===== src/rtl/i2c_slave_command_mailbox_defines.svh =====
// Assertion macros for the I2C slave command mailbox.
// Used by the top level only; needs clk and rst_n in the including scope.
`ifndef I2C_SLAVE_COMMAND_MAILBOX_DEFINES_SVH
`define I2C_SLAVE_COMMAND_MAILBOX_DEFINES_SVH

`ifndef SYNTHESIS
// Same-cycle implication, disabled during reset
`define I2CMB_ASSERT_IMPL(label, ante, cons) \
    label: assert property (@(posedge clk) disable iff (!rst_n) (ante) |-> (cons)) \
        else $error("mailbox check failed");
// Next-cycle implication, disabled during reset
`define I2CMB_ASSERT_NEXT(label, ante, cons) \
    label: assert property (@(posedge clk) disable iff (!rst_n) (ante) |=> (cons)) \
        else $error("mailbox check failed");
`else
`define I2CMB_ASSERT_IMPL(label, ante, cons)
`define I2CMB_ASSERT_NEXT(label, ante, cons)
`endif

`endif


===== src/rtl/i2cmb_pkg.sv =====
// Shared types and constants for the I2C slave command mailbox.
// No dependencies.
`default_nettype none

package i2cmb_pkg;

    // Sizes
    localparam int SLOT_COUNT    = 4;
    localparam int PAYLOAD_BYTES = 3;
    localparam int REPLY_BYTES   = 2;
    localparam int ORDER_BYTES   = 3;

    localparam int SLOT_W  = (SLOT_COUNT > 1) ? $clog2(SLOT_COUNT) : 1;
    localparam int PCNT_W  = (PAYLOAD_BYTES > 1) ? $clog2(PAYLOAD_BYTES) : 1;
    localparam int RCNT_W  = (REPLY_BYTES > 1) ? $clog2(REPLY_BYTES) : 1;
    localparam int PHASE_W = 3;
    localparam int KIND_W  = 3;

    // Item modes
    localparam logic [1:0] MODE_WRITE = 2'd0;
    localparam logic [1:0] MODE_READ  = 2'd1;
    localparam logic [1:0] MODE_FETCH = 2'd2;

    // First command byte of an rgb slot write
    localparam logic [3:0] CMD_RGB_BASE = 4'd4;

    // Response kinds
    localparam logic [KIND_W-1:0] KIND_BUTTONS = 3'd3;
    localparam logic [KIND_W-1:0] KIND_ERROR   = 3'd4;
    localparam logic [KIND_W-1:0] KIND_NONE    = 3'd5;

    // Transaction phases
    localparam logic [PHASE_W-1:0] PH_IDLE = 3'd0;
    localparam logic [PHASE_W-1:0] PH_ADC0 = 3'd1;
    localparam logic [PHASE_W-1:0] PH_ADC1 = 3'd2;
    localparam logic [PHASE_W-1:0] PH_ENC  = 3'd3;
    localparam logic [PHASE_W-1:0] PH_BUT  = 3'd4;
    localparam logic [PHASE_W-1:0] PH_RGB  = 3'd5;

    typedef struct packed {
        logic [1:0] mode;
        logic       is_first;
        logic [3:0] command;
        logic [7:0] data_byte;
    } cmd_t;

    typedef struct packed {
        logic [2:0] response_kind;
        logic       response_index;
        logic       order_valid;
        logic [1:0] order_slot;
        logic [7:0] order_byte_zero;
        logic [7:0] order_byte_one;
        logic [7:0] order_byte_two;
    } rsp_t;

endpackage

`default_nettype wire


===== src/rtl/i2c_slave_command_mailbox.sv =====
// I2C slave command mailbox: command decode, rgb order slots, fetch of ready orders.
// Depends on i2cmb_pkg and i2c_slave_command_mailbox_defines.svh.
//
// Usage:
//   cmd channel (cmd_valid / cmd_stall / cmd) carries one event of the I2C layer:
//   a written byte, a read byte request, or a fetch of a ready rgb order.
//   rsp channel (rsp_valid / rsp_stall / rsp) returns exactly one result per
//   accepted command, in order.
//   Each result is registered, in the response register or, while rsp_stall is
//   high, in the skid register. Throughput: one command per cycle while cmd_stall
//   is low; decode and slot update sit between cmd port and response register.
//   A skid register holds one more result while rsp_stall is high, so the block
//   still takes a command in that cycle; cmd_stall rises only while the skid
//   register is full and drops once the receiver takes a result.
//   Reset: phase idle, counters cleared, all slots not ready, no result pending.
//   Slot bytes are not reset; a fetch only returns fully written slots.
`default_nettype none
`include "i2c_slave_command_mailbox_defines.svh"

module i2c_slave_command_mailbox
    import i2cmb_pkg::*;
(
    input  wire logic clk,
    input  wire logic rst_n,
    input  wire logic cmd_valid,
    output logic      cmd_stall,
    input  wire cmd_t cmd,
    output logic      rsp_valid,
    input  wire logic rsp_stall,
    output rsp_t      rsp
);

    // Control state
    logic [PHASE_W-1:0]  phase_reg, phase_next;
    logic [RCNT_W-1:0]   reply_count_reg, reply_count_next;
    logic [PCNT_W-1:0]   payload_count_reg, payload_count_next;
    logic [SLOT_W-1:0]   sel_reg, sel_next;
    logic [SLOT_COUNT-1:0] slot_ready_reg, slot_ready_next;

    // Slot payload storage
    logic [7:0] slot_bytes_reg [SLOT_COUNT][PAYLOAD_BYTES];
    logic       byte_we;

    // Output and skid registers
    logic out_valid_reg, out_valid_next;
    logic skid_valid_reg, skid_valid_next;
    rsp_t out_data_reg, out_data_next;
    rsp_t skid_data_reg, skid_data_next;

    logic accept;
    logic out_load;
    rsp_t result;

    // Fetch search
    logic              fetch_hit;
    logic [SLOT_W-1:0] fetch_slot;
    logic [7:0]        ord_bytes [ORDER_BYTES];
    logic              fetch_take;

    assign accept   = cmd_valid && !skid_valid_reg;
    assign out_load = !out_valid_reg || !rsp_stall;

    assign cmd_stall = skid_valid_reg;
    assign rsp_valid = out_valid_reg;
    assign rsp       = out_data_reg;

    assign fetch_take = accept && cmd.mode == MODE_FETCH && fetch_hit;

    // Lowest ready slot
    always_comb
    begin
        fetch_hit  = 1'b0;
        fetch_slot = '0;
        for (int s = SLOT_COUNT - 1; s >= 0; s--)
        begin
            if (slot_ready_reg[s])
            begin
                fetch_hit  = 1'b1;
                fetch_slot = SLOT_W'(s);
            end
        end
    end

    // Bytes of the fetched slot; positions past the payload read as zero
    always_comb
    begin
        for (int b = 0; b < ORDER_BYTES; b++)
        begin
            if (b < PAYLOAD_BYTES)
                ord_bytes[b] = slot_bytes_reg[fetch_slot][PCNT_W'(b)];
            else
                ord_bytes[b] = 8'd0;
        end
    end

    // Command decode and state transition
    always_comb
    begin
        phase_next         = phase_reg;
        reply_count_next   = reply_count_reg;
        payload_count_next = payload_count_reg;
        sel_next           = sel_reg;
        slot_ready_next    = slot_ready_reg;
        byte_we            = 1'b0;
        result             = '0;
        result.response_kind = KIND_NONE;

        case (cmd.mode)
            MODE_WRITE:
            begin
                if (cmd.is_first)
                begin
                    if (phase_reg == PH_IDLE)
                    begin
                        reply_count_next   = '0;
                        payload_count_next = '0;
                        sel_next           = '0;
                        if (cmd.command < CMD_RGB_BASE)
                            phase_next = PH_ADC0 + PHASE_W'(cmd.command[1:0]);
                        else if (int'(cmd.command) < int'(CMD_RGB_BASE) + SLOT_COUNT)
                        begin
                            if (!slot_ready_reg[SLOT_W'(cmd.command - CMD_RGB_BASE)])
                            begin
                                sel_next   = SLOT_W'(cmd.command - CMD_RGB_BASE);
                                phase_next = PH_RGB;
                            end
                        end
                    end
                end
                else if (phase_reg == PH_RGB)
                begin
                    byte_we = 1'b1;
                    if (int'(payload_count_reg) == PAYLOAD_BYTES - 1)
                    begin
                        payload_count_next       = '0;
                        slot_ready_next[sel_reg] = 1'b1;
                        phase_next               = PH_IDLE;
                    end
                    else
                        payload_count_next = payload_count_reg + 1'b1;
                end
                else
                begin
                    payload_count_next = '0;
                    phase_next         = PH_IDLE;
                end
            end
            MODE_READ:
            begin
                if (phase_reg == PH_ADC0 || phase_reg == PH_ADC1 || phase_reg == PH_ENC)
                begin
                    result.response_kind  = KIND_W'(phase_reg - PH_ADC0);
                    result.response_index = reply_count_reg[0];
                    if (int'(reply_count_reg) == REPLY_BYTES - 1)
                    begin
                        reply_count_next = '0;
                        phase_next       = PH_IDLE;
                    end
                    else
                        reply_count_next = reply_count_reg + 1'b1;
                end
                else
                begin
                    result.response_kind = (phase_reg == PH_BUT) ? KIND_BUTTONS : KIND_ERROR;
                    reply_count_next     = '0;
                    phase_next           = PH_IDLE;
                end
            end
            MODE_FETCH:
            begin
                if (fetch_hit)
                begin
                    slot_ready_next[fetch_slot] = 1'b0;
                    result.order_valid     = 1'b1;
                    result.order_slot      = 2'(fetch_slot);
                    result.order_byte_zero = ord_bytes[0];
                    result.order_byte_one  = ord_bytes[1];
                    result.order_byte_two  = ord_bytes[2];
                end
            end
            default:
            begin
                // no effect; result stays kind none
            end
        endcase
    end

    // Output register and skid steering
    always_comb
    begin
        out_valid_next  = out_valid_reg;
        skid_valid_next = skid_valid_reg;
        out_data_next   = out_data_reg;
        skid_data_next  = skid_data_reg;
        if (out_load)
        begin
            if (skid_valid_reg)
            begin
                out_valid_next  = 1'b1;
                out_data_next   = skid_data_reg;
                skid_valid_next = 1'b0;
            end
            else
            begin
                out_valid_next = accept;
                out_data_next  = result;
            end
        end
        else if (accept)
        begin
            skid_valid_next = 1'b1;
            skid_data_next  = result;
        end
    end

    // Control registers
    always_ff @(posedge clk or negedge rst_n)
    begin
        if (!rst_n)
        begin
            phase_reg         <= PH_IDLE;
            reply_count_reg   <= '0;
            payload_count_reg <= '0;
            sel_reg           <= '0;
            slot_ready_reg    <= '0;
            out_valid_reg     <= 1'b0;
            skid_valid_reg    <= 1'b0;
        end
        else
        begin
            if (accept)
            begin
                phase_reg         <= phase_next;
                reply_count_reg   <= reply_count_next;
                payload_count_reg <= payload_count_next;
                sel_reg           <= sel_next;
                slot_ready_reg    <= slot_ready_next;
            end
            out_valid_reg  <= out_valid_next;
            skid_valid_reg <= skid_valid_next;
        end
    end

    // Payload registers
    always_ff @(posedge clk)
    begin
        if (accept && byte_we)
            slot_bytes_reg[sel_reg][payload_count_reg] <= cmd.data_byte;
        out_data_reg  <= out_data_next;
        skid_data_reg <= skid_data_next;
    end

    // Checks
    `I2CMB_ASSERT_IMPL(a_skid_behind_out, skid_valid_reg, out_valid_reg)
    `I2CMB_ASSERT_IMPL(a_rgb_slot_free, phase_reg == PH_RGB, !slot_ready_reg[sel_reg])
    `I2CMB_ASSERT_NEXT(a_fetch_clears, fetch_take, !slot_ready_reg[$past(fetch_slot)])

endmodule

`default_nettype wire

===== config.mk =====
export PLATFORM = sky130hd
export DESIGN_NAME = i2c_slave_command_mailbox
export DESIGN_NICKNAME = d
export VERILOG_FILES = /design/src/rtl/i2cmb_pkg.sv /design/src/rtl/i2c_slave_command_mailbox.sv
export VERILOG_INCLUDE_DIRS = /design/src /design/src/rtl
export SDC_FILE = /design/constraint.sdc
export NUM_CORES = 1
export LEC_CHECK = 0
export BUFFER_PORTS_ARGS = -buffer_cell sky130_fd_sc_hd__buf_2
export CAP_MARGIN = 20
export CORE_ASPECT_RATIO = 1.5
export CORE_MARGIN = 10
export CORE_UTILIZATION = 45
export CTS_CLUSTER_SIZE = 8
export DETAILED_ROUTE_END_ITERATION = 10
export SLEW_MARGIN = 40
export SYNTH_ARGS = -nofsm -noshare
export SYNTH_HDL_FRONTEND = slang
export SYNTH_SLANG_ARGS = --single-unit

===== constraint.sdc =====
create_clock -name clk -period 3.1 [get_ports clk]
set_input_delay 0.465 -clock clk [delete_from_list [all_inputs] [get_ports clk]]
set_output_delay 0.465 -clock clk [all_outputs]
set_load 0.03 [all_outputs]

==> Word-level counts from Yosys, hierarchy flattened <==
Memory sizes are Yosys's and may differ from the RTL's.
Index checks and enable logic that the tools add are counted.
{ "word_totals": {"mem_count": 1, "ramBits": 96, "reg_bits": 76, "output_inout_bits": 33, "inputBits": 19} }
{ "op_classes": {"muxes": 58, "reduce_logical": 22, "magnitude_cmp": 9, "bitwise": 5, "eq_ne": 20, "n_addsub": 5} }
{ "memory_table": {"columns": ["memory", "words", "width", "rd", "rd_clocked_by_memory_dff", "wr", "line_no", "text"], "rows": [
  ["slot_bytes_reg", 4, 24, 1, 0, 1, "i2c_slave_command_mailbox.sv:41", "logic [7:0] slot_bytes_reg [SLOT_COUNT][PAYLOAD_BYTES];"]
]} }
{ "ops": {"columns": ["cell", "n"], "rows": [
  ["2-to-1 mux 27 bit", 2],
  ["2-to-1 mux 3 bit", 11],
  ["2-to-1 mux 31 bit", 1],
  ["2-to-1 mux 24 bit", 1],
  ["2-to-1 mux 2 bit", 11],
  ["2-to-1 mux 4 bit", 5],
  ["2-to-1 mux 1 bit", 19],
  ["demux 8 bit (select 2 bit)", 1],
  ["inequality test 2 bit, second input constant", 6],
  ["inequality test 4 bit, second input constant", 3],
  ["< comparator 2 x 3 -> 1 bit, second input constant", 3],
  ["2-to-1 mux 8 bit", 1],
  ["one-hot mux 4 bit (2 select lines)", 1],
  ["AND reduction 4 bit", 2],
  ["AND reduction 7 bit", 1],
  ["== test 3 x 2 -> 1 bit, second input constant", 2],
  ["== test 3 bit, second input constant", 2],
  ["inequality test 3 bit, second input constant", 2],
  ["one-hot mux 3 bit (2 select lines)", 1],
  ["AND reduction 6 bit", 1],
  ["nonzero test 2 bit", 3],
  ["logical AND 1 bit", 5],
  ["AND 4 bit", 1],
  ["demux 1 bit (select 2 bit)", 2],
  ["26 further kinds", 32]
]} }

==> Logic depth before layout (Yosys ltp) <==
Gate-level depths: netlist of run 1.
{ "logic_depth": {"depth_word": 12, "mapped_depth": 6, "ltp_nobuf": 6} }

==> Worst setup path before layout of run 1 <==
OpenSTA, ideal clock, no wires.
{ "synth_timing": {"path_kind": "reg-to-reg", "from": "reg out_valid_reg (netlist: rsp_valid)", "to": "reg skid_data_reg[10] in the netlist's numbering, enable pin", "setup_slack_ps": 497, "path_stages_with_launch": 3, "arrival_time_ps": 2200, "setup_time_ps": 403, "path_cell_list": "dfrtp_1 -> nand2_1 -> nor2_1"} }
{ "synth_via": {"elab_chain_cells": 4} }
{ "synth_lines": {"columns": ["item", "line_no", "text"], "rows": [
  ["from (decl)", "i2c_slave_command_mailbox.sv:45", "logic out_valid_reg, out_valid_next;"],
  ["from (signal assigned)", "i2c_slave_command_mailbox.sv:239", "out_valid_reg <= out_valid_next;"],
  ["zero test 1 bit", "i2c_slave_command_mailbox.sv:61", "assign out_load = !out_valid_reg || !rsp_stall;"],
  ["logical OR 1 bit", "i2c_slave_command_mailbox.sv:61", null],
  ["NOT 1 bit (no source line)", null, null],
  ["AND reduction 2 bit (no source line)", null, null],
  ["to (signal assigned)", "i2c_slave_command_mailbox.sv:250", "skid_data_reg <= skid_data_next;"],
  ["to (decl)", "i2c_slave_command_mailbox.sv:48", "rsp_t skid_data_reg, skid_data_next;"]
]} }
Every way passes these cells.
A chain may end at the register's enable or synchronous reset.

==> Final worst setup path of run 1 <==
{ "layout_timing": {"from": "reg skid_valid_reg (netlist: cmd_stall)", "to": "mem slot_bytes_reg[3][19] in the netlist's numbering, enable pin"} }
{ "layout_via": {"elab_chain_cells": 5} }
{ "layout_lines": {"columns": ["item", "line_no", "text"], "rows": [
  ["from (decl)", "i2c_slave_command_mailbox.sv:46", "logic skid_valid_reg, skid_valid_next;"],
  ["from (signal assigned)", "i2c_slave_command_mailbox.sv:240", "skid_valid_reg <= skid_valid_next;"],
  ["zero test 1 bit", "i2c_slave_command_mailbox.sv:60", "assign accept = cmd_valid && !skid_valid_reg;"],
  ["logical AND 1 bit", "i2c_slave_command_mailbox.sv:60", null],
  ["logical AND 1 bit", "i2c_slave_command_mailbox.sv:247", "if (accept && byte_we)"],
  ["2-to-1 mux 1 bit", "i2c_slave_command_mailbox.sv:247", null],
  ["2-to-1 mux 24 bit (implied by the code)", "i2c_slave_command_mailbox.sv:248", "slot_bytes_reg[sel_reg][payload_count_reg] <= cmd.data_byte;"],
  ["to (decl)", "i2c_slave_command_mailbox.sv:41", null]
]} }
Every way passes these cells.

==> impl_results.md, run 1 <==
- Top-level I/O count: 52
- Worst skew pair latency: 410 ps
- CP Max Fanout: 12
- Vias in the first global route: 3,307
- # H-tree levels: 4
- Placeable Area: roughly 12,000 um2
- CP arrival: 2330 ps
- Worst-path clk slew: 60 ps
- Final setup vio count: 0
- Startpoint types: register
- Input/output buffers: 43
- Tot GR Track Use: 13.5%
- P_sw: 1.28 mW
- CTS Sinks: between 100 and 150
- Layout cells sized above 1: 21.1%
- Most frequent cells in the layout: edfxtp_1, nor2_1, buf_2
- Mux share of post-synthesis cell area: between 2 and 2.5%
- Initial antenna violation count: 0
- Clk pwr share: 41.9%
- Slew Viols, Final: 0
- DRT antenna net count: 0
- Post-Synth Adder-Cell Area: 1.41%
- IR drop worst, VDD: 0.539 mV
- Area grow syn2layout: 17.8%
- Switching share of power: 27.1%
- Global-route wire length before repair: around 18,000 um
- 1st-iter DRT viols: 238
- Die height: between 150 and 200 um
- Number of buffers created by CTS: 17
- Sequential Power Share: 43.1%
- Max cap viols: 0
- Largest family of logic cells by synthesized area: simple AND/OR/NAND/NOR gates
- Wire length per cell: 17.7 um
- Max Freq: 437 MHz
- Buf+Inv Stages, Crit Path: 0
- Largest net degree at the start of global routing: 40
- Synth cell types: 46
- Core Rows: 48
- RSZ-0062 raised after global routing: false
- Crit-path max cell delay: 570 ps
- Post-layout net count: 477
- Power share of the combinational group: 14.9%
- Period utilisation layout: 73.8%
- Via count: between 3,000 and 4,000
- Setup_tns: 0 ps
- #FFs+latches synth: 124
- Max Buffers Root-to-Sink: 2
- Mean Syn Cell Area: 13.1 um2
- Post-Syn Instances: 406
- Commonest non-fill, non-tap cell in the layout: edfxtp_1
- PD cells: 750 nW/um2
- Post-Route WL: ~11,000 um
- Critical path type: reg -> reg
- Sequential area share after synthesis: 68.5%
- Vias/cell: around 5.3
- Fraction of the mapped netlist area in compound gates: around a tenth
- Clk root buf: clkbuf_16
- Crit-path leading delay family: simple AND/OR/NAND/NOR gates
- P_leak: roughly 2.2 nW
- Fin. Hold Viols: 0
- Width of the die: between 100 and 150 um
- Worst setup EP type: register
- Hold Buf Count CTS: 1
- HP Class: in -> reg
- Crit path cell chain: or4b_4 -> nand3b_1 -> nor2_1
- Tmin final: 2290 ps
- Post_cts resized: 0
- Critical-path top delay cell: or4b_4
- Setup repair bufs after CTS: 0
- Slew @ Worst Pin: between 800 and 900 ps
- # DRC: 0
- Pint: approximately 3.4 mW
- TritonCTS clock tree: done
- Simple-Gate Fraction of Synth Area: 14.0%
- Data required, critical path: 3140 ps
- Status: complete, no violations
- Syn. warnings: 0
- Die area: 16,700 um2
- Max reg flops: 64
- GR Overflow Total: 0
- Synth Cell Area: 5340 um2
- Design Power: 4.71 mW
- Initial Utilization: between 40% and 50%
- Clock Skews: 9.14 ps
- Routability cong.: between 0.8 and 0.9
- First-pass DRT Iterations: 4
- Antenna diodes: 0
- Final HPWL DP: 7640 um
- Xor/xnor cell area share of the yosys netlist: 0%
- Max-slew headroom: 40.8%
## cells by family after synthesis
logic type | count (synthesis)
simple gates | 144
flops | 124
compound gates | 76
buf+inv | 44
mux | 11
fa+ha+maj | 6
other cells | 1
## synthesized netlist by cell type (all sizes together)
library cell | number | share of area (%)
nand4 | 3 | 0.35
o211ai | 1 | 0.14
or4b | 1 | 0.26
ha | 6 | 1.4
mux2i | 3 | 0.56
dfrtp | 14 | 6.6
a311oi | 16 | 2.6
o311ai | 1 | 0.16
o32a | 1 | 0.21
a31oi | 1 | 0.12
nor3b | 2 | 0.28
o21ai | 11 | 1.1
a21o | 1 | 0.14
clkbuf | 21 | 1.5
mux2 | 7 | 1.5
a2111oi | 1 | 0.16
and2 | 2 | 0.23
and2b | 1 | 0.14
nand3b | 18 | 2.5
a211o | 1 | 0.16
inv | 10 | 0.70
nor2 | 48 | 3.4
nor3 | 9 | 0.84
or3 | 1 | 0.12
clkinv | 1 | 0.070
o31ai | 1 | 0.14
a21boi | 1 | 0.14
a21oi | 22 | 2.1
nand2 | 27 | 1.9
nand2b | 8 | 0.94
edfxtp | 110 | 62
mux4 | 1 | 0.42
a211oi | 16 | 2.3
and4bb | 1 | 0.23
o311a | 1 | 0.19
buf | 12 | 1.5
o31a | 1 | 0.19
conb | 1 | 0.070
or4 | 1 | 0.21
and3 | 1 | 0.12
nor4 | 2 | 0.23
nor2b | 18 | 2.1
nor4b | 1 | 0.16
## worst paths after layout
path | slack, ps | cells after the start | to | startpoint
min in group asynchronous | 490 | 2 | reply_count_reg$_DFFE_PN0P_ | rst_n
max reg2reg | 810 | 3 | slot_bytes_reg[3][19]$_DFFE_PP_ | cmd_stall$_DFFE_PN0P_
min reg2reg | 500 | 1 | reply_count_reg$_DFFE_PN0P_ | reply_count_reg$_DFFE_PN0P_
min | 310 | 2 | slot_ready_reg[0]$_DFFE_PN0P_ | cmd_valid
max | 810 | 3 | slot_bytes_reg[3][19]$_DFFE_PP_ | cmd_stall$_DFFE_PN0P_
max in group asynchronous | 2360 | 2 | slot_ready_reg[3]$_DFFE_PN0P_ | rst_n
## through the flow
step,setup slack [ps],instances,hold WS [ps],utilization (%),instance area [um2]
detailed placement,661,582,388,49.0,5680
global route,492,614,327,54.2,6280
finish,812,614,305,54.2,6280
CTS,788,614,295,54.2,6280
floorplan,497,413,169,-,5360
global placement,752,582,381,49.0,5680
## per-layer routing
layer	global-route usage [%]	up-vias	share of wire [%]
met1	17.0	1582	45
met3	4.00	15	4.7
met4	5.36	0	1.3
met2	21.1	72	49
met5	0	-	0
li1	-	1593	-
## area by class of cell
| type | count | area [um2] |
|---|---|---|
| multi-input combinational | 245 | 1510 |
| sequential | 124 | 3650 |
| timing repair buffer | 53 | 293 |
| clock buffer | 17 | 425 |
| fill | 972 | 5310 |
| tap | 150 | 188 |
| inverter | 11 | 41.3 |
| clock inverter | 14 | 171 |
## power groups by stage
stage / combinational, mW / sequential [mW] / clock, mW
floorplan: 0.445 / 2.12 / 0
global placement: 0.700 / 2.06 / 0
detailed placement: 0.707 / 2.06 / 0
CTS: 0.711 / 2.03 / 2.00
global route: 0.786 / 2.05 / 2.08
finish: 0.704 / 2.03 / 1.98
Power figures use the tool's default switching activity.
==> run 2, diff against run 1 <==
--- a/config.mk
+++ b/config.mk
@@ -6,6 +6,7 @@
 export SDC_FILE = /design/constraint.sdc
 export NUM_CORES = 1
 export LEC_CHECK = 0
+export ABC_AREA = 1
 export BUFFER_PORTS_ARGS = -buffer_cell sky130_fd_sc_hd__buf_2
 export CAP_MARGIN = 20
 export CORE_ASPECT_RATIO = 1.5
==> constraint.sdc (replaced) <==
create_clock -name clk -period 2.2 [get_ports clk]
set_input_delay 0.33 -clock clk [delete_from_list [all_inputs] [get_ports clk]]
set_output_delay 0.33 -clock clk [all_outputs]
set_load 0.03 [all_outputs]
==> run 2 against run 1 <==
Power is 61% higher. Die area rose by 4.9%. Via count rose by 12%. Clock power increased by 35%. Critical path type unchanged. Sequential power grew 44%.
==> impl_results.md, run 2 <==
- Largest net degree at the start of global routing: 28
- Mean Syn Cell Area: around 11 um2
- Most frequent cells in the layout: nand2_1, edfxtp_1, inv_1
- Tot GR Track Use: 13.4%
- Worst-path clk slew: 60 ps
- Routability cong.: 0.842
- Top-level I/O count: 52
- #FFs+latches synth: 124
- Worst setup EP type: register
- IR drop worst, VDD: 0.580 mV
- Crit-path max cell delay: 410 ps
- Most frequent CP cell: nor2_1
- Fin. Hold Viols: 0
- Startpoint types: register
- Place WS: ~200 ps
- P_leak: 2.81 nW
- Max Buffers Root-to-Sink: 2
- Initial Utilization: 45.6%
- Worst skew pair latency: 410 ps
- Synth async-reset ratio: 11.3%
- Switching share of power: 34.9%
- Share of the synthesized area in the top cell type: between 50% and 60%
- Data required, critical path: 2320 ps
- Commonest non-fill, non-tap cell in the layout: nand2_1
- Max Freq: 493 MHz
- Sequential area share after synthesis: roughly two thirds
- Final cell count without fillers: 762
- Primary FF master, synth: edfxtp_1
- Post-route setup slack: 173 ps
- Die area: 17,500 um2
- Area grow syn2layout: 16.7%
- Period utilisation layout: 92.1%
- CP Max Fanout: 8
- Input/output buffers: 43
- Die height: 157 um
- Most common library cells after synthesis: nand2_1, edfxtp_1, inv_1
- Yosys top cell by area: edfxtp_1
- Post-Route WL: 11,200 um
- Final setup vio count: 0
- FF/Latch Area: 3650 um2
- Sequential Power Share: 38.6%
- Post-Syn Instances: 533
- Vias/cell: 4.81
- Via count: approximately 3,700
- PD cells: approximately 1200 nW/um2
- 1st-iter DRT viols: roughly 170
- HP Class: in -> reg
- Antenna diodes: 0
- TritonCTS clock tree: done
- Power share of the combinational group: 26.3%
- Pint: around 5 mW
- Max-slew headroom: 57.3%
- CTS Sinks: 124
- Wire length per cell: 14.7 um
- Tmin final: 2030 ps
- Placeable Area: 12,400 um2
- Slew @ Worst Pin: 639 ps
- Core Rows: 50
- Buf+Inv Stages, Crit Path: 2
- Initial antenna violation count: 0
- Fill cells: 1,099
- RSZ-0062 raised after global routing: false
- Number of synthesized flops with an enable pin: 110
- Critical path type: reg -> reg
- Slew Viols, Final: 0
- Clk root buf: clkbuf_16
- Number of buffers created by CTS: 17
- Max cap viols: 0
- Crit path cell chain: inv_1 -> ha_1 -> nand2_1 -> nor2_1 -> nand3_1 -> or2_2 -> nor2_1 -> buf_4
- Dpl cells: 729
- Post-layout net count: 618
- Global-route wire length before repair: 18,900 um
- CP arrival: 2140 ps
- DRT antenna net count: 0
- Critical-path top delay cell: dfrtp_1
- Synth Cell Area: roughly 5600 um2
- Width of the die: 111 um
- # DRC: 0
- GR Overflow Total: 0
- Area of the multi-input gates: 1560 um2
- Status: complete, no violations
- Synth cell types: 34
- Synth area leaders: edfxtp_1, nand2_1, dfrtp_1, inv_1, nand3_1
- First-pass DRT Iterations: 5
- Setup repair bufs after CTS: 0
- Top-count cell post-synth: nand2_1
- Layout cells sized above 1: 18.2%
- Max reg flops: 64
- # H-tree levels: 4
- Syn. warnings: 0
- P_sw: between 2 and 3 mW
- Crit-path leading delay family: simple AND/OR/NAND/NOR gates
- Vias in the first global route: approximately 3,800
- Clock Skews: 10.9 ps
- Final HPWL DP: 8430 um
- Final core utilization: between 50% and 60%
- Design Power: 7.59 mW
- Clk pwr share: 35.1%
- Setup_tns: 0 ps
==> run 2: area by class of cell <==
class                   count  area share, %
clock buffers              17           6.45
flip-flops and latches    124           55.4
multi-input cells         318           23.7
clock inverters            15           2.30
repair buffers             57           4.89
well taps                 156           2.96
inverters                  75           4.29
==> run 2: logic make-up (layout without fill, tap and decap cells) <==
kind of cell / Yosys count / after routing / synth area share (%)
AO/OA/AOI/OAI: 56 / 56 / 5.43
buffers and inverters: 98 / 164 / 8.24
AND/OR/NAND/NOR: 248 / 248 / 20.3
flip-flops: 124 / 124 / 64.7
other: 1 / 8 / 0.0664
adder cells (fa/ha/maj): 6 / 6 / 1.33
==> run 2: timing repair <==
action	in CTS	in global routing
setup endpoints to repair	0	0
endpoints found under the hold margin	14	0
hold buffers	1	0
gates resized for setup	0	0
==> run 2: power by group through the flow <==
stage / clock network, mW / logic [mW] / registers (mW)
6_report: 2.67 / 2.00 / 2.92
3_3_place_gp: 0 / 1.97 / 2.97
4_1_cts: 2.72 / 2.01 / 2.93
5_1_grt: 2.83 / 2.27 / 2.95
2_1_floorplan: 0 / 1.53 / 3.09
3_5_place_dp: 0 / 1.99 / 2.98
==> run 2: metrics by stage <==
step	instance area, um2	hold WS, ps
floorplan	5680	34.4
global placement	6010	249
detailed placement	6010	255
CTS	6600	123
global route	6600	152
finish	6600	146
==> run 2: final timing paths <==
kind | start | end | slack, ps | cells past startpoint
worst max-delay path | phase_reg[1]$_DFFE_PN0P_ | slot_bytes_reg[3][10]$_DFFE_PP_ | 170 | 8
worst min-delay path | cmd_valid | rsp_valid$_DFFE_PN0N_ | 150 | 3
worst max register to register | phase_reg[1]$_DFFE_PN0P_ | slot_bytes_reg[3][10]$_DFFE_PP_ | 170 | 8
worst min register to register | skid_data_reg[27]$_DFFE_PP_ | rsp[27]$_DFFE_PN_ | 510 | 2
max in group asynchronous | rst_n | payload_count_reg[1]$_DFFE_PN0P_ | 1570 | 2
min in group asynchronous | rst_n | phase_reg[2]$_DFFE_PN0P_ | 360 | 2
==> run 2: worst min-delay path, delay by kind of cell <==
family | cells | cell delay, ps
buf+inv | 1 | 90
simple gates | 2 | 100
==> run 2: layer usage <==
layer	track usage (%)	share of wire (%)	vias up
met3	3.54	3.7	18
met2	23.6	52	74
met4	6.26	2.2	0
met1	14.9	43	1693
li1	-	-	1882
met5	0	0	-
==> run 3, diff against run 2 <==
--- a/config.mk
+++ b/config.mk
@@ -14,6 +14,7 @@
 export CORE_UTILIZATION = 45
 export CTS_CLUSTER_SIZE = 8
 export DETAILED_ROUTE_END_ITERATION = 10
+export REMOVE_ABC_BUFFERS = 1
 export SLEW_MARGIN = 40
 export SYNTH_ARGS = -nofsm -noshare
 export SYNTH_HDL_FRONTEND = slang
==> run 3 against run 2 <==
Sequential power is essentially flat. Routed wire length shrank 6.1%. Die area is the same. Sequential cell count is the same. Worst setup slack gained 58 ps. Cell count grew 0.13%. Critical endpoint is now slot_bytes_reg[2][9]$_DFFE_PP_. Largest power group unchanged.
==> impl_results.md, run 3 (synthesis gave the netlist of run 2 again) <==
- Status: complete, no violations
- Setup repair bufs after CTS: 0
- Max cap viols: 0
- GR Overflow Total: 0
- Clk root buf: clkbuf_16
- Most frequent cells in the layout: nand2_1, edfxtp_1, inv_1
- # H-tree levels: 4
- Placeable Area: roughly 12,000 um2
- Met2 wire len: 5250 um
- Post-layout net count: 619
- Routability cong.: about 0.82
- First-pass DRT Iterations: 4
- Worst-path clk slew: ~60 ps
- Input/output buffers: 43
- Met3 wire len: 529 um
- # DRC: 0
- Worst skew pair latency: 410 ps
- Hold slack: 131 ps
- Post-Route WL: ~11,000 um
- Max-slew headroom: a little under two thirds
- Met1 WL: 4550 um
- Vias in the first global route: 3,743
- Largest net degree at the start of global routing: 28
- Top-level I/O count: 52
- Commonest non-fill, non-tap cell in the layout: nand2_1
- Vias/cell: 4.71
- Antenna diodes: 0
- Most frequent CP cell: nor2_1
- Tmin final: 1970 ps
- Final cell count without fillers: 763
- PD cells: 1150 nW/um2
- Critical path type: reg -> reg
- TritonCTS clock tree: done
- 1st-iter DRT viols: 139
- Worst setup EP type: register
- Hold Buf Count CTS: 1
- Wire length per cell: 13.8 um
- Area grow syn2layout: 17.0%
- Final HPWL DP: between 7000 and 8000 um
- Clock Skews: 6.27 ps
- CTS Sinks: between 100 and 150
- HP Class: in -> reg
- Setup_tns: 0 ps
- Critical-path top delay cell: dfrtp_1
- P_leak: 2.83 nW
- Fin. Hold Viols: 0
- Tot GR Track Use: approximately 13%
- Max reg flops: 64
- Max Freq: 508 MHz
- CP arrival: 2090 ps
- Final setup vio count: 0
- Crit path cell chain: inv_1 -> ha_1 -> nand2_1 -> nor2_1 -> nand3_1 -> or2_2 -> nor2_1 -> buf_4
- Slew @ Worst Pin: 543 ps
- DRT antenna net count: 0
- Slew Viols, Final: 0
- Design Power: 7.62 mW
- CP Max Fanout: 8
- Post-route setup slack: 231 ps
- Reg2Reg Setup Slack: 230 ps
- Post_cts resized: 0
- Crit-path max cell delay: 410 ps
- Max Buffers Root-to-Sink: 2
- Die area: 17,500 um2
- DR top layer: met4
- Place WS: 235 ps
- Global-route wire length before repair: 18,200 um
- RSZ-0062 raised after global routing: false
- Buf+Inv Stages, Crit Path: 2
- IR drop worst, VDD: 0.522 mV
- Initial antenna violation count: 0
- Die height: 157 um
- Period utilisation layout: 89.5%
- Dpl cells: 730
- Width of the die: 111 um
- Via count: around 3,600
- Data required, critical path: around 2300 ps
- Startpoint types: register
- Initial Utilization: 45.6%
- Layout cells sized above 1: 18.1%
- Number of buffers created by CTS: 17
- Crit-path leading delay family: simple AND/OR/NAND/NOR gates
- Core Rows: 50
run 3: layout make-up:
| cell class | instances | area, um2 |
|---|---|---|
| well taps | 156 | 195 |
| clock buffers | 17 | 425 |
| repair buffers | 58 | 330 |
| flip-flops and latches | 124 | 3650 |
| multi-input cells | 318 | 1560 |
| clock inverters | 15 | 164 |
| fillers | 1111 | 5780 |
| inverters | 75 | 283 |
run 3: path summary, 6_finish.rpt:
path / startpoint / endpoint / cells past startpoint
setup / recovery: phase_reg[1]$_DFFE_PN0P_ / slot_bytes_reg[2][9]$_DFFE_PP_ / 8
min in group asynchronous: rst_n / rsp_valid$_DFFE_PN0N_ / 2
max in group asynchronous: rst_n / payload_count_reg[0]$_DFFE_PN0P_ / 2
hold / removal: cmd_valid / rsp_valid$_DFFE_PN0N_ / 3
hold reg to reg: skid_data_reg[13]$_DFFE_PP_ / rsp[13]$_DFFE_PN_ / 2
setup reg to reg: phase_reg[1]$_DFFE_PN0P_ / slot_bytes_reg[2][9]$_DFFE_PP_ / 8
run 3: worst min-delay path, stage by stage:
cell and delay (ps):
buf_2 90, nor2_1 40, nand2_1 50
run 3: routing by layer:
metal / vias to the layer above / GRT usage [%]
li1: 1883 / -
met1: 1623 / 14.5
met2: 70 / 21.5
met3: 20 / 3.85
met4: 0 / 5.71
met5: - / 0
run 3: stage by stage:
stage / util [%] / instance area (um2)
finish: 53.4 / 6610
global route: 53.4 / 6610
CTS: 53.4 / 6610
detailed placement: 48.5 / 6010
global placement: 48.5 / 6010
floorplan: - / 5490
run 3: where the power goes:
part,internal [mW],switching [mW]
Combinational,0.564,1.40
Clock,1.68,1.04
Sequential,2.79,0.135
